[config.mk]
export PLATFORM = sky130hd
export DESIGN_NAME = brace_depth_frame_splitter_core
export DESIGN_NICKNAME = d
export VERILOG_FILES = /design/src/rtl/core/bdfs_pkg.sv /design/src/rtl/core/bdfs_in_reg.sv /design/src/rtl/core/bdfs_engine.sv /design/src/rtl/core/bdfs_out_reg.sv /design/src/rtl/core/brace_depth_frame_splitter_core.sv
export SDC_FILE = /design/constraint.sdc
export NUM_CORES = 1
export LEC_CHECK = 0
export BUFFER_PORTS_ARGS = -buffer_cell sky130_fd_sc_hd__buf_2
export CORE_MARGIN = 10
export CORE_UTILIZATION = 40
export DETAILED_ROUTE_END_ITERATION = 7
export GPL_ROUTABILITY_DRIVEN = 0
export PLACE_DENSITY = 0.67
export SLEW_MARGIN = 20
export SYNTH_ARGS = -nofsm -noshare
export SYNTH_HDL_FRONTEND = slang
export SYNTH_HIERARCHICAL = 1
export SYNTH_SLANG_ARGS = --single-unit
[constraint.sdc]
create_clock -name clk_i -period 10.05 [get_ports clk_i]
set_input_delay 3.015 -clock clk_i [delete_from_list [all_inputs] [get_ports clk_i]]
set_output_delay 3.015 -clock clk_i [all_outputs]
set_load 0.02 [all_outputs]
[src/rtl/core/bdfs_pkg.sv]
// ----------------------------------------------------------------------------
// bdfs_pkg
// Shared types and constants for the brace-depth frame splitter.
// ----------------------------------------------------------------------------
package bdfs_pkg;

  // size of the frame buffer on the receiving side
  localparam int BufferBytes = 128;
  localparam int KeepLimitInt = (BufferBytes - 1 > 127) ? 127 : (BufferBytes - 1);
  localparam logic [6:0] KeepLimit = 7'(KeepLimitInt);

  localparam logic [7:0] OpenBrace  = 8'h7B;
  localparam logic [7:0] CloseBrace = 8'h7D;

  localparam logic [7:0]  DepthMax   = 8'hFF;
  localparam logic [15:0] ElapsedMax = 16'hFFFF;

  localparam logic [15:0] PollIntervalReset = 16'd1000;
  localparam logic [15:0] GapAfterDataReset = 16'd25;

  // configuration register indexes
  localparam logic CfgPollInterval = 1'b0;
  localparam logic CfgGapAfterData = 1'b1;

  // item kinds
  localparam logic FuncByte = 1'b0;
  localparam logic FuncTick = 1'b1;

  typedef struct packed {
    logic       func;
    logic [7:0] rx_byte;
    logic       rx_empty;
  } item_t;

  typedef struct packed {
    logic [7:0] out_byte;
    logic       byte_kept;
    logic       frame_end;
    logic [6:0] frame_length;
    logic       truncated;
    logic       poll_request;
  } result_t;

endpackage

[src/rtl/core/bdfs_in_reg.sv]
// ----------------------------------------------------------------------------
// bdfs_in_reg
// Input register: captures one item from the slave stream.
// ----------------------------------------------------------------------------
module bdfs_in_reg (
  input  logic            clk_i,
  input  logic            rst_ni,
  input  logic            s_axis_tvalid,
  output logic            s_axis_tready,
  input  logic [15:0]     s_axis_tdata,   // rx_byte[7:0], rx_empty[8], zero[15:9]
  input  logic            s_axis_tuser,   // func[0]
  output logic            item_valid_o,
  output bdfs_pkg::item_t item_o,
  input  logic            item_ready_i
);

  logic            valid_q, valid_d;
  bdfs_pkg::item_t item_q;
  logic            load;

  assign s_axis_tready = !valid_q || item_ready_i;
  assign load          = s_axis_tvalid && s_axis_tready;

  always_comb begin
    valid_d = valid_q;
    if (load) begin
      valid_d = 1'b1;
    end else if (item_ready_i) begin
      valid_d = 1'b0;
    end
  end

  always_ff @(posedge clk_i or negedge rst_ni) begin
    if (!rst_ni) begin
      valid_q <= 1'b0;
    end else begin
      valid_q <= valid_d;
    end
  end

  always_ff @(posedge clk_i) begin
    if (load) begin
      item_q.func     <= s_axis_tuser;
      item_q.rx_byte  <= s_axis_tdata[7:0];
      item_q.rx_empty <= s_axis_tdata[8];
    end
  end

  assign item_valid_o = valid_q;
  assign item_o       = item_q;

endmodule

[src/rtl/core/bdfs_engine.sv]
// ----------------------------------------------------------------------------
// bdfs_engine
// Frame and poll state with the single-pass update for one item.
// ----------------------------------------------------------------------------
module bdfs_engine (
  input  logic              clk_i,
  input  logic              rst_ni,
  input  logic              cfg_valid_i,
  output logic              cfg_ready_o,
  input  logic              cfg_index_i,
  input  logic [15:0]       cfg_data_i,
  input  logic              step_i,
  input  bdfs_pkg::item_t   item_i,
  output bdfs_pkg::result_t result_o
);

  logic [15:0] poll_interval_q;
  logic [15:0] gap_after_data_q;
  logic [7:0]  nest_depth_q, nest_depth_d;
  logic [6:0]  kept_count_q, kept_count_d;
  logic        dropped_flag_q, dropped_flag_d;
  logic [15:0] elapsed_ticks_q, elapsed_ticks_d;

  logic [15:0] gap;
  logic [15:0] elapsed_inc;
  logic [6:0]  kept_inc;
  logic        dropped_now;

  assign cfg_ready_o = 1'b1;

  always_comb begin
    result_o        = '0;
    nest_depth_d    = nest_depth_q;
    kept_count_d    = kept_count_q;
    dropped_flag_d  = dropped_flag_q;
    elapsed_ticks_d = elapsed_ticks_q;
    gap = (gap_after_data_q > poll_interval_q) ? poll_interval_q : gap_after_data_q;
    elapsed_inc = (elapsed_ticks_q < bdfs_pkg::ElapsedMax) ? (elapsed_ticks_q + 16'd1)
                                                            : elapsed_ticks_q;
    kept_inc    = kept_count_q;
    dropped_now = dropped_flag_q;

    if (item_i.func == bdfs_pkg::FuncByte) begin
      result_o.out_byte = item_i.rx_byte;
      if (kept_count_q < bdfs_pkg::KeepLimit) begin
        kept_inc           = kept_count_q + 7'd1;
        result_o.byte_kept = 1'b1;
      end else begin
        dropped_now = 1'b1;
      end
      kept_count_d   = kept_inc;
      dropped_flag_d = dropped_now;

      if (item_i.rx_byte == bdfs_pkg::OpenBrace) begin
        if (nest_depth_q != bdfs_pkg::DepthMax) begin
          nest_depth_d = nest_depth_q + 8'd1;
        end
      end else if (item_i.rx_byte == bdfs_pkg::CloseBrace) begin
        if (nest_depth_q <= 8'd1) begin
          // outermost close: report and start a new frame
          nest_depth_d          = '0;
          result_o.frame_end    = 1'b1;
          result_o.frame_length = kept_inc;
          result_o.truncated    = dropped_now;
          kept_count_d          = '0;
          dropped_flag_d        = 1'b0;
        end else begin
          nest_depth_d = nest_depth_q - 8'd1;
        end
      end
      elapsed_ticks_d = poll_interval_q - gap;
    end else begin
      elapsed_ticks_d = elapsed_inc;
      if (item_i.rx_empty && (elapsed_inc > poll_interval_q)) begin
        result_o.poll_request = 1'b1;
        elapsed_ticks_d       = '0;
      end
    end
  end

  always_ff @(posedge clk_i or negedge rst_ni) begin
    if (!rst_ni) begin
      poll_interval_q  <= bdfs_pkg::PollIntervalReset;
      gap_after_data_q <= bdfs_pkg::GapAfterDataReset;
      nest_depth_q     <= '0;
      kept_count_q     <= '0;
      dropped_flag_q   <= 1'b0;
      elapsed_ticks_q  <= '0;
    end else begin
      if (cfg_valid_i) begin
        unique case (cfg_index_i)
          bdfs_pkg::CfgPollInterval: poll_interval_q  <= cfg_data_i;
          bdfs_pkg::CfgGapAfterData: gap_after_data_q <= cfg_data_i;
          default: ;
        endcase
      end
      if (step_i) begin
        nest_depth_q    <= nest_depth_d;
        kept_count_q    <= kept_count_d;
        dropped_flag_q  <= dropped_flag_d;
        elapsed_ticks_q <= elapsed_ticks_d;
      end
    end
  end

endmodule

[src/rtl/core/bdfs_out_reg.sv]
// ----------------------------------------------------------------------------
// bdfs_out_reg
// Result register driving the master stream.
// ----------------------------------------------------------------------------
module bdfs_out_reg (
  input  logic              clk_i,
  input  logic              rst_ni,
  input  logic              result_valid_i,
  output logic              result_ready_o,
  input  bdfs_pkg::result_t result_i,
  output logic              m_axis_tvalid,
  input  logic              m_axis_tready,
  // out_byte[7:0], byte_kept[8], frame_length[15:9], truncated[16], zero[23:17]
  output logic [23:0]       m_axis_tdata,
  output logic              m_axis_tlast,   // frame_end[0]
  output logic              m_axis_tuser    // poll_request[0]
);

  logic              valid_q, valid_d;
  bdfs_pkg::result_t result_q;
  logic              load;

  assign result_ready_o = !valid_q || m_axis_tready;
  assign load           = result_valid_i && result_ready_o;

  always_comb begin
    valid_d = valid_q;
    if (load) begin
      valid_d = 1'b1;
    end else if (m_axis_tready) begin
      valid_d = 1'b0;
    end
  end

  always_ff @(posedge clk_i or negedge rst_ni) begin
    if (!rst_ni) begin
      valid_q <= 1'b0;
    end else begin
      valid_q <= valid_d;
    end
  end

  always_ff @(posedge clk_i) begin
    if (load) begin
      result_q <= result_i;
    end
  end

  assign m_axis_tvalid = valid_q;
  assign m_axis_tdata  = {7'd0, result_q.truncated, result_q.frame_length,
                          result_q.byte_kept, result_q.out_byte};
  assign m_axis_tlast  = result_q.frame_end;
  assign m_axis_tuser  = result_q.poll_request;

endmodule

[src/rtl/core/brace_depth_frame_splitter_core.sv]
// ----------------------------------------------------------------------------
// brace_depth_frame_splitter_core
// Splits a received byte stream into brace-delimited frames and paces
// keep-alive polls.
// ----------------------------------------------------------------------------
// usage:
//   the slave stream carries one item per transaction: tuser selects a
//   received byte (0) or a time tick (1), tdata holds the byte and, for
//   ticks, the receiver-empty flag. the master stream returns exactly one
//   result per item: the byte with its kept flag, frame length and
//   truncation in tdata, tlast marking the byte that closes a frame, tuser
//   marking a keep-alive poll request.
//   the cfg channel writes poll_interval (index 0) and gap_after_data
//   (index 1); it is always ready. the user writes it only while no item is in
//   flight; the block itself does not enforce this.
//   throughput is one item per cycle while m_axis_tready stays high. an
//   accepted item passes through the input register, the single-pass
//   state update, then the result register.
//   reset clears depth, frame counters and the tick timer and restores the
//   register defaults (1000 and 25); no clearing pass is needed.
//   when the receiver stalls the result register holds, the input register
//   fills, and only then does s_axis_tready drop.
// ----------------------------------------------------------------------------
module brace_depth_frame_splitter_core (
  input  logic        clk_i,
  input  logic        rst_ni,
  input  logic        s_axis_tvalid,
  output logic        s_axis_tready,
  input  logic [15:0] s_axis_tdata,   // rx_byte[7:0], rx_empty[8], zero[15:9]
  input  logic        s_axis_tuser,   // func[0]
  output logic        m_axis_tvalid,
  input  logic        m_axis_tready,
  // out_byte[7:0], byte_kept[8], frame_length[15:9], truncated[16], zero[23:17]
  output logic [23:0] m_axis_tdata,
  output logic        m_axis_tlast,   // frame_end[0]
  output logic        m_axis_tuser,   // poll_request[0]
  input  logic        cfg_valid_i,
  output logic        cfg_ready_o,
  input  logic        cfg_index_i,
  input  logic [15:0] cfg_data_i
);

  logic              item_valid;
  logic              item_ready;
  bdfs_pkg::item_t   item;
  bdfs_pkg::result_t result;
  logic              step;

  bdfs_in_reg u_in_reg (
    .clk_i         (clk_i),
    .rst_ni        (rst_ni),
    .s_axis_tvalid (s_axis_tvalid),
    .s_axis_tready (s_axis_tready),
    .s_axis_tdata  (s_axis_tdata),
    .s_axis_tuser  (s_axis_tuser),
    .item_valid_o  (item_valid),
    .item_o        (item),
    .item_ready_i  (item_ready)
  );

  assign step = item_valid && item_ready;

  bdfs_engine u_engine (
    .clk_i       (clk_i),
    .rst_ni      (rst_ni),
    .cfg_valid_i (cfg_valid_i),
    .cfg_ready_o (cfg_ready_o),
    .cfg_index_i (cfg_index_i),
    .cfg_data_i  (cfg_data_i),
    .step_i      (step),
    .item_i      (item),
    .result_o    (result)
  );

  bdfs_out_reg u_out_reg (
    .clk_i          (clk_i),
    .rst_ni         (rst_ni),
    .result_valid_i (item_valid),
    .result_ready_o (item_ready),
    .result_i       (result),
    .m_axis_tvalid  (m_axis_tvalid),
    .m_axis_tready  (m_axis_tready),
    .m_axis_tdata   (m_axis_tdata),
    .m_axis_tlast   (m_axis_tlast),
    .m_axis_tuser   (m_axis_tuser)
  );

endmodule

==> impl_metrics.tcl <==
set metrics [dict create \
    pre_cts_ws_ns 3.47 \
    final_nets 787 \
    routedWlPerCell_um 16.5 \
    rows 45 \
    async_reset_ff_share_pct 69.5 \
    clock_power_share_pct 22.1 \
    yosysTopAreaCell "dfrtp_1" \
    holdBufCountCts 0 \
    max-cap-violations 0 \
    ff2ff_setup_slack_ns 5.41 \
    antennaDiodeCount 0 \
    grt_max_degree 67 \
    synth.area.top_cells "dfrtp_1 (23%), edfxtp_1 (14%), ha_1 (11%)" \
    p_leak_uw 0.00287 \
    switchingPower_uw 596 \
    avgSynthCellArea_sq_um 9.33 \
    ir_drop_v 0.000107 \
    hold_path_startpoint "u_engine/nest_depth_q[6]" \
    fin_ws_ns 3.47 \
    yosysTopAreaCellShare_pct 23.4 \
    status "finished clean" \
    cp.arrival_ns 3.56 \
    ios 68 \
    cp-start-kind "input pin" \
    total_power_uw 1500 \
    grt_overflow 0 \
    htree_num_levels 3 \
    worstSkewPairLatency_ns 0.35 \
    vias 5033 \
    min_period_over_period_pct 65.4 \
    p_int_uw 908 \
    ys_top_cells_by_count "nand2_1 (67), dfrtp_1 (57), nor2_1 (57)" \
    core_sq_um 15100 \
    path_clk_slew_ns 0.07 \
    worst_pin_slew_ns 0.844 \
    hpwl_mm 10.9 \
    finalSetupTns_ns 0 \
    area_delta_synth_final_pct 11.2 \
    first_iter_violations 449 \
    ant_nets 0 \
    drc 0 \
    dominantRegCellSynth "dfrtp_1" \
    crit_fanout 4 \
    swShare_pct 39.6 \
    r2r-end "u_engine/elapsed_ticks_q[14]" \
    synth_seq_area_share_pct 41.6 \
    synth_cell_type_count 66 \
    r2r_cells 19 \
    max_freq_mhz 152 \
    share_comb_of_total_power_pct 41.4 \
    grt_pass1_wl_mm 24.1 \
    finalSetupViolCount 0 \
    cellPowerDensity_nw_per_um2 222 \
    fin_skew_ns 0.00793 \
    post-cts-setup-buffer-count 0 \
    cts_resized 0 \
    synth_cells 653 \
    seq_power_share_pct 36.6 \
    final-hold-violation-count 0 \
    required_ns 7.04 \
    yosys_warnings 6 \
    start_util_pct 40.4 \
    die_y_um 143 \
    hold_class "reg2reg" \
    multi_input_area_sq_um 3330 \
    dr.pass1.iters 5 \
    regArea_sq_um 2530 \
    synth_edf_count 29 \
    nFillCells 1437 \
    slew_viol_final 0 \
    critPathKind "in2out" \
    min_path_cells 1 \
    worst_hold_path.endpoint "u_engine/nest_depth_q[6]" \
    numCtsBuffers 9 \
    utilization_pct 44.9 \
    wl_mm 14.7 \
    syn_area_sq_um 6090 \
    viasPerCell 5.67 \
    grtUsageTotal_pct 14.3 \
    cts-root-buf "clkbuf_16" \
    synth.most_common_cell "nand2_1" \
    cts_buffer_depth 2 \
    cp-end-kind "output pin" \
    antenna_found_initial 1 \
    die_x_um 143 \
    drive_gt1_share_pct 15.6 \
    final.min_clock_period_ns 6.58 \
    dieArea_sq_um 20600 \
    maxSlewHeadroom_pct 42.2 \
    cts_tree "built" \
    yosys_register_bits 95 \
    worst_hold_slack_ns 0.502 \
    rr_startpoint "u_engine/poll_interval_q[9]" \
    cts.sinks 95 \
    io_buffer_count 52 \
    rsz0062_at_grt "no" \
    grt_pass1_vias 5016 \
]
[cells by family (layout without fill, tap and decap cells)]
kind of cell               after synthesis  after routing  synth area share, %
other                                    2              8                0.123
buffers and inverters                   60            101                 4.46
AOI/OAI and AO/OA                      182            182                 18.3
adders and majority gates               53             53                 11.0
DFF                                     95             95                 41.6
xor gates and xnor gates                24             24                 3.45
muxes                                   17             17                 3.12
and+or+nand+nor                        220            220                 17.9
[worst max-delay path, stage by stage]
cell and delay [ns]:
buf_2 0.10, nand2b_4 0.14, nand2b_4 0.15, buf_2 0.16
[routing by layer]
layer	part of all wire (%)	vias to the layer above	global-route usage, %	wire length, um
met3	4.6	28	1.98	678
met5	0	-	0	0
li1	-	2436	-	-
met1	43	2443	17.4	6250
met2	51	126	24.8	7460
met4	2.0	0	5.70	298
[cells in the final DEF, fill, tap and decap left out, drive strengths merged, types with 9 or more instances in the layout]
master,synthesis,routed
nand4,14,14
edfxtp,29,29
clkbuf,16,10
a21oi,55,55
xnor2,17,17
inv,30,33
nor2b,13,13
buf,14,55
dfstp,9,9
mux2,16,16
nand3,16,16
nor3,10,10
o31ai,9,9
ha,52,52
nor2,58,58
dfrtp,57,57
nand2,67,67
o21ai,53,53
[through the flow]
| step | std cells | area, sq um |
|---|---|---|
| after detailed placement | 872 | 6480 |
| after CTS | 888 | 6760 |
| after global routing | 888 | 6770 |
| final | 888 | 6770 |
| after global placement | 872 | 6480 |
| after floorplan | 659 | 6110 |
[how the worst max path moves through the flow]
stage	cells after the start	endpoint	startpoint
floorplan	2	s_axis_tready	m_axis_tready
global placement	4	s_axis_tready	m_axis_tready
detailed placement	4	s_axis_tready	m_axis_tready
CTS	4	s_axis_tready	m_axis_tready
global route	4	s_axis_tready	m_axis_tready
finish	4	s_axis_tready	m_axis_tready
[flip-flops by register name, indices dropped and copies added (netlist names)]
signal / cells
u_out_reg/m_axis_tdata: 17
u_engine/elapsed_ticks_q: 16
u_engine/gap_after_data_q: 16
u_engine/poll_interval_q: 16
u_in_reg/item_o: 10
u_engine/nest_depth_q: 8
u_engine/kept_count_q: 7
u_engine/dropped_flag_q: 1
u_in_reg/item_valid_o: 1
u_out_reg/m_axis_tlast: 1
u_out_reg/m_axis_tuser: 1
u_out_reg/m_axis_tvalid: 1
[power groups by stage]
| stage | Clock [uW] | Combinational (uW) | Sequential [uW] |
|---|---|---|---|
| 6_report | 332 | 622 | 550 |
| 5_1_grt | 355 | 705 | 559 |
| 2_1_floorplan | 0 | 477 | 536 |
| 3_3_place_gp | 0 | 588 | 551 |
| 3_5_place_dp | 0 | 613 | 555 |
| 4_1_cts | 338 | 619 | 548 |
[final cells by class]
cell class	count	share of cell area [%]
clock buffers	10	3.38
clock inverters	6	0.776
inverters	30	1.66
multi-input cells	504	49.1
flip-flops and latches	95	37.4
well taps	188	3.47
repair buffers	55	4.18
(Power assumes the default switching activity.)
